[config.mk]
export PLATFORM = sky130hd
export DESIGN_NAME = second_order_lowpass_biquad
export DESIGN_NICKNAME = d
export VERILOG_FILES = /design/src/rtl/bq_pkg.sv /design/src/rtl/second_order_lowpass_biquad.sv /design/src/rtl/bq_mac.sv
export SDC_FILE = /design/constraint.sdc
export NUM_CORES = 2
export LEC_CHECK = 0
export BUFFER_PORTS_ARGS = -buffer_cell sky130_fd_sc_hd__buf_2
export CAP_MARGIN = 20
export CORE_MARGIN = 4
export CORE_UTILIZATION = 56
export CTS_BUF_LIST = sky130_fd_sc_hd__clkbuf_8
export DETAILED_ROUTE_END_ITERATION = 6
export PLACE_DENSITY = 0.8
export SYNTH_ARGS = -nofsm -noshare
export SYNTH_HDL_FRONTEND = slang
export SYNTH_SLANG_ARGS = --single-unit
[constraint.sdc]
create_clock -name clk -period 16.6 [get_ports clk]
set_input_delay 2.49 -clock clk [delete_from_list [all_inputs] [get_ports clk]]
set_output_delay 2.49 -clock clk [all_outputs]
set_load 0.05 [all_outputs]
[src/rtl/bq_pkg.sv]
`timescale 1ns / 1ps

package bq_pkg;

  localparam int SAMPLE_WIDTH    = 16;
  localparam int STATE_FRAC_BITS = 8;
  localparam int COEF_FRAC_BITS  = 29;
  localparam int COEF_WIDTH      = 32;
  localparam int DELAY_WIDTH     = SAMPLE_WIDTH + STATE_FRAC_BITS;
  // w + 2*d1 + d2 needs two guard bits, one more for headroom
  localparam int SUM_WIDTH       = DELAY_WIDTH + 3;
  localparam int ACC_WIDTH       = COEF_WIDTH + SUM_WIDTH;

  localparam int CFG_INDEX_WIDTH = 2;
  localparam int CFG_DATA_WIDTH  = COEF_WIDTH;

  localparam logic [CFG_INDEX_WIDTH-1:0] REG_BYPASS  = 2'd0;
  localparam logic [CFG_INDEX_WIDTH-1:0] REG_COEF_B0 = 2'd1;
  localparam logic [CFG_INDEX_WIDTH-1:0] REG_COEF_A1 = 2'd2;
  localparam logic [CFG_INDEX_WIDTH-1:0] REG_COEF_A2 = 2'd3;

  typedef struct packed {
    logic enable;
    logic clear;
  } mac_ctrl_t;

endpackage

[src/rtl/second_order_lowpass_biquad.sv]
`timescale 1ns / 1ps
// States per sample: FB1, FB2, WCALC, FF, RND, OUT, or only OUT in bypass; one sample
//   is in work at a time; OUT holds while the output stalls. When filtering, the single
//   shared multiplier is used three times per sample (a1*d1, a2*d2, b0*(w+2*d1+d2)).
// Reset (synchronous, active high): bypass set, coefficients and delay values cleared,
//   no result pending.

module second_order_lowpass_biquad
  import bq_pkg::*;
(
  input  logic                              clk,
  input  logic                              rst,
  // configuration write port
  input  logic                              cfg_we,
  input  logic [CFG_INDEX_WIDTH-1:0]        cfg_index,
  input  logic [CFG_DATA_WIDTH-1:0]         cfg_data,
  // input sample channel
  input  logic                              sample_valid,
  output logic                              sample_stall,
  input  logic signed [SAMPLE_WIDTH-1:0]    sample,
  // output sample channel
  output logic                              filtered_valid,
  input  logic                              filtered_stall,
  output logic signed [SAMPLE_WIDTH-1:0]    filtered
);

  // Sequencer codes
  localparam logic [2:0] S_IDLE  = 3'd0;  // wait for a sample
  localparam logic [2:0] S_FB1   = 3'd1;  // acc = a1*d1
  localparam logic [2:0] S_FB2   = 3'd2;  // acc += a2*d2
  localparam logic [2:0] S_WCALC = 3'd3;  // round feedback, form and saturate w
  localparam logic [2:0] S_FF    = 3'd4;  // acc = b0*(w + 2*d1 + d2), shift delays
  localparam logic [2:0] S_RND   = 3'd5;  // round and saturate output
  localparam logic [2:0] S_OUT   = 3'd6;  // hand result to the output register

  localparam int FBR_WIDTH  = ACC_WIDTH - COEF_FRAC_BITS;
  localparam int WIDE_WIDTH = FBR_WIDTH + 1;
  localparam int OUT_SHIFT  = COEF_FRAC_BITS + STATE_FRAC_BITS;
  localparam int YR_WIDTH   = ACC_WIDTH - OUT_SHIFT;

  localparam logic signed [ACC_WIDTH-1:0] FB_HALF  = ACC_WIDTH'(1) << (COEF_FRAC_BITS - 1);
  localparam logic signed [ACC_WIDTH-1:0] OUT_HALF = ACC_WIDTH'(1) << (OUT_SHIFT - 1);

  logic [2:0] state;
  logic [2:0] state_next;

  // configuration registers
  logic                          bypass;
  logic signed [COEF_WIDTH-1:0]  coef_b0;
  logic signed [COEF_WIDTH-1:0]  coef_a1;
  logic signed [COEF_WIDTH-1:0]  coef_a2;

  // filter state
  logic signed [DELAY_WIDTH-1:0] delay_one;
  logic signed [DELAY_WIDTH-1:0] delay_two;

  // working registers
  logic signed [SAMPLE_WIDTH-1:0] x_reg;
  logic signed [DELAY_WIDTH-1:0]  w_reg;
  logic signed [SAMPLE_WIDTH-1:0] result;

  // shared unit
  mac_ctrl_t                     mac_ctrl;
  logic signed [COEF_WIDTH-1:0]  mac_a;
  logic signed [SUM_WIDTH-1:0]   mac_b;
  logic signed [ACC_WIDTH-1:0]   acc;

  logic sample_take;
  logic out_free;

  assign sample_stall = (state != S_IDLE);
  assign sample_take  = sample_valid && !sample_stall;
  // the output register may be loaded when empty or being emptied this cycle
  assign out_free     = !filtered_valid || !filtered_stall;

  // Feedback rounding: add half an LSB, floor by dropping the coefficient fraction
  logic signed [ACC_WIDTH-1:0]   fb_biased;
  logic signed [FBR_WIDTH-1:0]   fb_rounded;
  logic signed [WIDE_WIDTH-1:0]  w_wide;
  logic                          w_ovf;
  logic signed [DELAY_WIDTH-1:0] w_sat;

  assign fb_biased  = acc + FB_HALF;
  assign fb_rounded = fb_biased[ACC_WIDTH-1:COEF_FRAC_BITS];
  assign w_wide     = WIDE_WIDTH'(signed'({x_reg, {STATE_FRAC_BITS{1'b0}}}))
                    - WIDE_WIDTH'(fb_rounded);
  // overflow when the bits above the delay sign do not all match it
  assign w_ovf      = (w_wide[WIDE_WIDTH-1:DELAY_WIDTH-1] != '0)
                   && (w_wide[WIDE_WIDTH-1:DELAY_WIDTH-1] != '1);
  assign w_sat      = w_ovf ? {w_wide[WIDE_WIDTH-1], {(DELAY_WIDTH-1){~w_wide[WIDE_WIDTH-1]}}}
                            : w_wide[DELAY_WIDTH-1:0];

  // Output rounding and clamp to the sample range
  logic signed [ACC_WIDTH-1:0]    y_biased;
  logic signed [YR_WIDTH-1:0]     y_rounded;
  logic                           y_ovf;
  logic signed [SAMPLE_WIDTH-1:0] y_sat;

  assign y_biased  = acc + OUT_HALF;
  assign y_rounded = y_biased[ACC_WIDTH-1:OUT_SHIFT];
  assign y_ovf     = (y_rounded[YR_WIDTH-1:SAMPLE_WIDTH-1] != '0)
                  && (y_rounded[YR_WIDTH-1:SAMPLE_WIDTH-1] != '1);
  assign y_sat     = y_ovf ? {y_rounded[YR_WIDTH-1], {(SAMPLE_WIDTH-1){~y_rounded[YR_WIDTH-1]}}}
                           : y_rounded[SAMPLE_WIDTH-1:0];

  // Feed-forward sum: numerator is b0 * (1, 2, 1)
  logic signed [SUM_WIDTH-1:0] ff_sum;
  assign ff_sum = SUM_WIDTH'(w_reg) + (SUM_WIDTH'(delay_one) <<< 1) + SUM_WIDTH'(delay_two);

  // Operand selection for the shared multiplier
  always_comb begin
    mac_ctrl = '0;
    mac_a    = coef_b0;
    mac_b    = ff_sum;
    unique case (state)
      S_FB1: begin
        mac_ctrl = '{enable: 1'b1, clear: 1'b1};
        mac_a    = coef_a1;
        mac_b    = SUM_WIDTH'(delay_one);
      end
      S_FB2: begin
        mac_ctrl = '{enable: 1'b1, clear: 1'b0};
        mac_a    = coef_a2;
        mac_b    = SUM_WIDTH'(delay_two);
      end
      S_FF: begin
        mac_ctrl = '{enable: 1'b1, clear: 1'b1};
      end
      default: begin
        mac_ctrl = '0;
      end
    endcase
  end

  bq_mac u_mac (
    .clk  (clk),
    .ctrl (mac_ctrl),
    .op_a (mac_a),
    .op_b (mac_b),
    .acc  (acc)
  );

  // Sequencer
  always_comb begin
    state_next = state;
    unique case (state)
      S_IDLE: begin
        if (sample_take) begin
          state_next = bypass ? S_OUT : S_FB1;
        end
      end
      S_FB1:   state_next = S_FB2;
      S_FB2:   state_next = S_WCALC;
      S_WCALC: state_next = S_FF;
      S_FF:    state_next = S_RND;
      S_RND:   state_next = S_OUT;
      S_OUT: begin
        if (out_free) begin
          state_next = S_IDLE;
        end
      end
      default: state_next = S_IDLE;
    endcase
  end

  always_ff @(posedge clk) begin
    if (rst) begin
      state <= S_IDLE;
    end else begin
      state <= state_next;
    end
  end

  // Configuration registers
  always_ff @(posedge clk) begin
    if (rst) begin
      bypass  <= 1'b1;
      coef_b0 <= '0;
      coef_a1 <= '0;
      coef_a2 <= '0;
    end else if (cfg_we) begin
      unique case (cfg_index)
        REG_BYPASS:  bypass  <= cfg_data[0];
        REG_COEF_B0: coef_b0 <= cfg_data[COEF_WIDTH-1:0];
        REG_COEF_A1: coef_a1 <= cfg_data[COEF_WIDTH-1:0];
        REG_COEF_A2: coef_a2 <= cfg_data[COEF_WIDTH-1:0];
        default: ;
      endcase
    end
  end

  // Delay line: shift once w is known; bypass never reaches S_FF, so it holds
  always_ff @(posedge clk) begin
    if (rst) begin
      delay_one <= '0;
      delay_two <= '0;
    end else if (state == S_FF) begin
      delay_two <= delay_one;
      delay_one <= w_reg;
    end
  end

  // Working registers
  always_ff @(posedge clk) begin
    if (sample_take) begin
      x_reg  <= sample;
      result <= sample;     // bypass word
    end
    if (state == S_WCALC) begin
      w_reg <= w_sat;
    end
    if (state == S_RND) begin
      result <= y_sat;
    end
  end

  // Output register
  always_ff @(posedge clk) begin
    if (rst) begin
      filtered_valid <= 1'b0;
    end else if (state == S_OUT && out_free) begin
      filtered_valid <= 1'b1;
    end else if (!filtered_stall) begin
      filtered_valid <= 1'b0;
    end
  end

  always_ff @(posedge clk) begin
    if (state == S_OUT && out_free) begin
      filtered <= result;
    end
  end

endmodule

[src/rtl/bq_mac.sv]
`timescale 1ns / 1ps

// Shared multiply-accumulate: when enabled, acc <= (clear ? 0 : acc) + a * b
module bq_mac
  import bq_pkg::*;
(
  input  logic                          clk,
  input  mac_ctrl_t                     ctrl,
  input  logic signed [COEF_WIDTH-1:0]  op_a,
  input  logic signed [SUM_WIDTH-1:0]   op_b,
  output logic signed [ACC_WIDTH-1:0]   acc
);

  logic signed [ACC_WIDTH-1:0] product;
  logic signed [ACC_WIDTH-1:0] base;

  assign product = ACC_WIDTH'(op_a) * ACC_WIDTH'(op_b);
  assign base    = ctrl.clear ? '0 : acc;

  always_ff @(posedge clk) begin
    if (ctrl.enable) begin
      acc <= base + product;
    end
  end

endmodule

* Yosys cells after proc, flatten, opt, wreduce, memory -nomap -nowiden
Cells that the tools add are included.
** Storage, ports and cells
- Flip-flop bits (word level) :: 280
- Bits in latches :: 0
- Bits in writable memories :: 0
- Bits in read-only memories :: 0
- Input bits :: 55
- Output and inout port bits :: 18
- Word-level logic and storage cells :: 70
- Memories kept :: 0
** Operators by class
- Add/sub/neg operators :: 6
- $mul :: 1
- Divide/modulo/power cells :: 0
- Magnitude comparators :: 0
- Equal/unequal tests :: 14
- Shift operators :: 0
- Mux-type cells :: 14
- Bitwise gates (word level) :: 2
- Reduce and logical (&&, ||, !) cells :: 20
** Operator list (count)
- $pmux W32 S2 :: 1
- $add A59 B30 Y59 const B :: 1
- $add A59 B38 Y59 const B :: 1
- $add A59 B59 Y59 :: 1
- $mul A32 B27 Y59 :: 1
- $mux W59 :: 1
- $pmux W27 S2 :: 1
- $mux W16 :: 3
- $sub A24 B30 Y31 :: 1
- $add A26 B24 Y27 :: 1
- $add A24 B25 Y26 :: 1
- $mux W24 :: 1
- $pmux W3 S7 :: 1
- $reduce_and A2 Y1 :: 5
- $eq A3 B3 Y1 const B :: 3
- $mux W3 :: 3
- $ne A8 B8 Y1 const B :: 1
- $reduce_bool A8 Y1 :: 1
- $ne A7 B7 Y1 const B :: 1
- $reduce_bool A7 Y1 :: 1
- $eq A3 B2 Y1 const B :: 2
- $eq A2 B2 Y1 const B :: 2
- $logic_and A1 B1 Y1 :: 4
- $ne A2 B2 Y1 const B :: 2
- other kinds (13) :: 17

* Longest topological paths before layout
- Depth in word-level cells :: 5
- Gate-level depth with buffers :: 39

* Modules after synthesis
From an unflattened synthesis, not the netlist that was laid out.
** Unflattened totals
- Cells, all modules :: 5041
- Area, all modules :: 46981.3 µm²
** Modules (own cells, without submodules)
- bq_mac :: times used 1, cells an instance 3493, area an instance 33968.8 µm², seq. area each 1771.7 µm²
- second_order_lowpass_biquad :: times used 1, cells an instance 1548, area an instance 13012.5 µm², seq. area each 5144.9 µm²

* Least setup slack after synthesis
Ideal clock, no wire load.
- Kind :: reg2reg
- Start :: reg w_reg[1]
- End :: reg u_mac.acc[54] (data pin)
- Setup time :: 195 ps
- Arrival :: 9387 ps
- Path slack :: 7018 ps
- Stages on the path, launching flop included :: 35
- Buffers on the path :: 3
- Clock period less this slack :: 9582 ps
- Path through :: edfxtp_1 > fa_1 > ha_1 > fa_1 > a21o_1 > a21oi_1 > o21bai_1 > a21oi_1 > o211ai_1 > a31oi_1 > o21bai_1 > mux2i_1 > nand2_1 > clkbuf_1 > buf_1 > nand2_1 > fa_1 > inv_1 > fa_1 > fa_1 > fa_1 > fa_1 > fa_1 > fa_1 > ha_1 > ha_1 > clkbuf_1 > nand4_1 > nor3_1 > nand2_1 > or4_1 > a211oi_1 > nor3_1 > o21a_1 > o311ai_0
** On the way
- Longest elaborated chain between the ends :: 5
** RTL lines
- from (decl) :: RTL line second_order_lowpass_biquad.sv:59 : logic signed [DELAY_WIDTH-1:0] w_reg;
- from (signal assigned) :: RTL line second_order_lowpass_biquad.sv:210 : w_reg <= w_sat;
- $add A24 B25 Y26 :: RTL line second_order_lowpass_biquad.sv:108 : assign ff_sum = SUM_WIDTH'(w_reg) + (SUM_WIDTH'(delay_one) <<< 1) + SUM_WIDTH'(delay_two);
- $add A26 B24 Y27 :: RTL line second_order_lowpass_biquad.sv:108
- $pmux W27 S2 :: RTL line second_order_lowpass_biquad.sv:115 : unique case (state)
- $mul A32 B27 Y59 :: RTL line bq_mac.sv:17 : assign product = ACC_WIDTH'(op_a) * ACC_WIDTH'(op_b);
- $add A59 B59 Y59 :: RTL line bq_mac.sv:22 : acc <= base + product;
- to (signal assigned) :: RTL line bq_mac.sv:22
- to (decl) :: RTL line bq_mac.sv:11 : output logic signed [ACC_WIDTH-1:0] acc
No other way between the ends.
A chain may end at the register's enable or synchronous reset.

* Worst setup path after layout
- Start :: reg w_reg[1]
- End :: reg u_mac.acc[58] (data pin)
The elaborated chain is that of the path after synthesis.

==> metrics.csv <==
stage;metric;value;unit
status;status;finished clean;
clock_tree;numCtsBuffers;45;
critical_path;cpMostUsedCell;fa_1;
synth;ys_seq_elements;280;
critical_path;cp_slowest_cell;nor3_1;
sta;slew_violations;0;
synth;synth.distinct_cells;82;
die;die_area;88000;µm²
finish;drive_above_1_share;5.94;%
sta;max_freq;89.6;MHz
synth;ys_seq_area_share;14.8;%
clock_tree;clk_latency;0.64;ns
synth;synth_cells;5162;
worst_hold_path;min-delay-path-class;flop to flop;
clock_tree;cts_max_path_buffers;3;
flow_run;maxCapViolCount;0;
synth;syn_area;46700;µm²
routing;met3_wirelength;12.7;mm
routing;first_pass_iters;6;
die;core;82400;µm²
placement;hpwl;97.0;mm
sta;setup_violations;0;
die;die_y;297;µm
sta;final.setup.tns;0;ns
global_routing;grt_pass1_wl;208;mm
clock_tree;cts_tree;yes;
routing;via_per_inst;5.85;
finish;area_delta_synth_final;5.32;%
clock_tree;cts_hold_buf;0;
sta;fin_crit;11.16;ns
die;initial_core_util;56.6;%
finish;layout.nets;6365;
clock_tree;cts-resized-gates;0;
critical_path;critPathLaunchType;flop;
routing;wl_per_cell;20.7;µm
synth;synth_nets;6429;
routing;antenna_left;0;
clock_tree;cts_max_level;2;
die;fp-row-count;105;
critical_path;crit_family;adder cells;
finish;fill_cells;6852;
synth;yosys_warnings;0;
routing;routed_wl;128;mm
synth;synthFlopType;dfxtp_1;
routing;highest_layer;met5;
sta;worst_pin_slew;1.17;ns
die;io_pins;73;
synth;async_flop_share;0;%
routing;met1_length;45.6;mm
clock_tree;path_clk_slew;0.07;ns
sta;period_share;67.3;%
critical_path;max_stage_delay;0.73;ns
sta;slew_headroom;21.9;%
critical_path;worst-path-buf-inv;2;
routing;drc;0;
global_routing;first_global_vias;39100;
die;die_w;297;µm
critical_path;critical_path_class;flop to flop;
clock_tree;cts_root_buffer;clkbuf_8;
finish;final_common_cell;nand2_1;
routing;vias;36300;
finish;regMostFlops;u_mac.acc;
critical_path;r2r_slack;5.44;ns
finish;largest_reg_flops;59;
sta;skew;0.0428;ns
global_routing;gr-total-overflow;0;
global_routing;antenna_found_initial;12;
global_routing;grt_usage;30.4;%
global_routing;grt_max_degree;96;
synth;synth-edff-count;131;
critical_path;worstSetupEndpointType;flop;
sta;hold_viol;0;
critical_path;cp.required;16.98;ns
routing;wl_met2;63.0;mm
clock_tree;postCtsSetupBuffers;0;
critical_path;worstPathArrival;11.54;ns
placement;port-buffer-count;72;
finish;final_cell_mix;nand2_1, fa_1, inv_1, a21oi_1, ha_1;
synth;avgSynthCellArea;9.04;µm²
sta;grt_setup_unrepaired;no;
clock_tree;clkSinkCount;280;
critical_path;worst-path-max-fanout;33;
routing;drt_iter0_drc;3315;
placement;place.gp.congestion;0.964;
[routing by layer]
| metal | global-route usage (%) | vias up |
|---|---|---|
| met1 | 37.1 | 18200 |
| met4 | 15.1 | 6 |
| li1 | - | 15700 |
| met5 | 0 | - |
| met2 | 51.3 | 1834 |
| met3 | 6.73 | 513 |
[area by class of cell]
class,instances,area [µm²],share of cell area [%]
timing repair buffer,159,1040,2.12
clock inverter,34,304,0.619
clock buffer,50,688,1.40
inverter,945,3550,7.22
sequential,280,6920,14.1
tap,1070,1340,2.72
multi-input combinational,3667,35300,71.8
antenna,7,17.5,0.0356
[worst paths after layout]
kind | endpoint | cells past startpoint | start
max | u_mac.acc[58] | 34 | w_reg[1]
min | filtered[11] | 0 | result[11]
max reg2reg | u_mac.acc[58] | 34 | w_reg[1]
min reg2reg | filtered[11] | 0 | result[11]
[per-stage QoR]
stage,cells,hold slack (ns),utilization [%],setup WS (ns),instance area [µm²]
after CTS,6203,0.418,59.6,5.67,49100
after detailed placement,6119,0.405,58.4,5.67,48100
final,6212,0.416,59.7,5.44,49100
after global placement,6119,0.403,58.4,5.87,48100
after global routing,6212,0.432,59.7,5.14,49100
after floorplan,5162,0.400,-,7.02,46700
[cells in the mapped netlist, types with 7 or more instances]
| master | instances | area share, % |
|---|---|---|
| nand3_1 | 54 | 0.58 |
| buf_2 | 12 | 0.13 |
| xor2_1 | 50 | 0.94 |
| xnor2_1 | 104 | 2.0 |
| or3_1 | 21 | 0.28 |
| o21ai_0 | 63 | 0.68 |
| or2_2 | 13 | 0.17 |
| nor3_1 | 27 | 0.29 |
| nor2b_1 | 16 | 0.21 |
| a21oi_1 | 248 | 2.7 |
| dfxtp_1 | 149 | 6.4 |
| o21a_1 | 30 | 0.48 |
| and3_1 | 23 | 0.31 |
| nand2b_1 | 16 | 0.21 |
| a31oi_1 | 14 | 0.19 |
| a221o_1 | 18 | 0.39 |
| a221oi_1 | 15 | 0.28 |
| o21bai_1 | 25 | 0.40 |
| a22oi_1 | 42 | 0.68 |
| clkbuf_1 | 245 | 2.0 |
| fa_1 | 967 | 41 |
| nand2_1 | 1070 | 8.6 |
| ha_1 | 245 | 6.6 |
| o21ai_2 | 10 | 0.19 |
| buf_4 | 7 | 0.11 |
| a211oi_1 | 16 | 0.26 |
| a21o_1 | 48 | 0.77 |
| nand4_1 | 24 | 0.32 |
| and2_1 | 181 | 2.4 |
| and4_1 | 9 | 0.17 |
| nor2_1 | 192 | 1.5 |
| o21ai_1 | 33 | 0.35 |
| edfxtp_1 | 131 | 8.4 |
| inv_1 | 945 | 7.6 |
| nor4_1 | 8 | 0.11 |
[worst reg2reg max path, delay by kind of cell, from the launching register on]
kind,cells,cell delay [ns]
XOR/XNOR,2,0.24
buffers and inverters,2,0.56
adder cells (fa/ha/maj),12,5.28
flip-flops,1,0.43
AO/OA/AOI/OAI,16,3.46
AND/OR/NAND/NOR,2,0.94
[cells by family (layout without fill, tap and decap cells)]
group	Yosys count	in the layout	share of synthesized area, %
DFF	280	280	14.8
xor gates and xnor gates	154	154	2.89
AOI/OAI and AO/OA	620	620	8.55
muxes	6	6	0.134
and+or+nand+nor	1675	1675	15.7
other	0	7	0
buffers and inverters	1215	1188	9.88
adders and majority gates	1212	1212	48.1
Power is left out: the tool's default activity adds up to more than one toggle a clock period on the data nets, which glitch-free logic cannot reach.
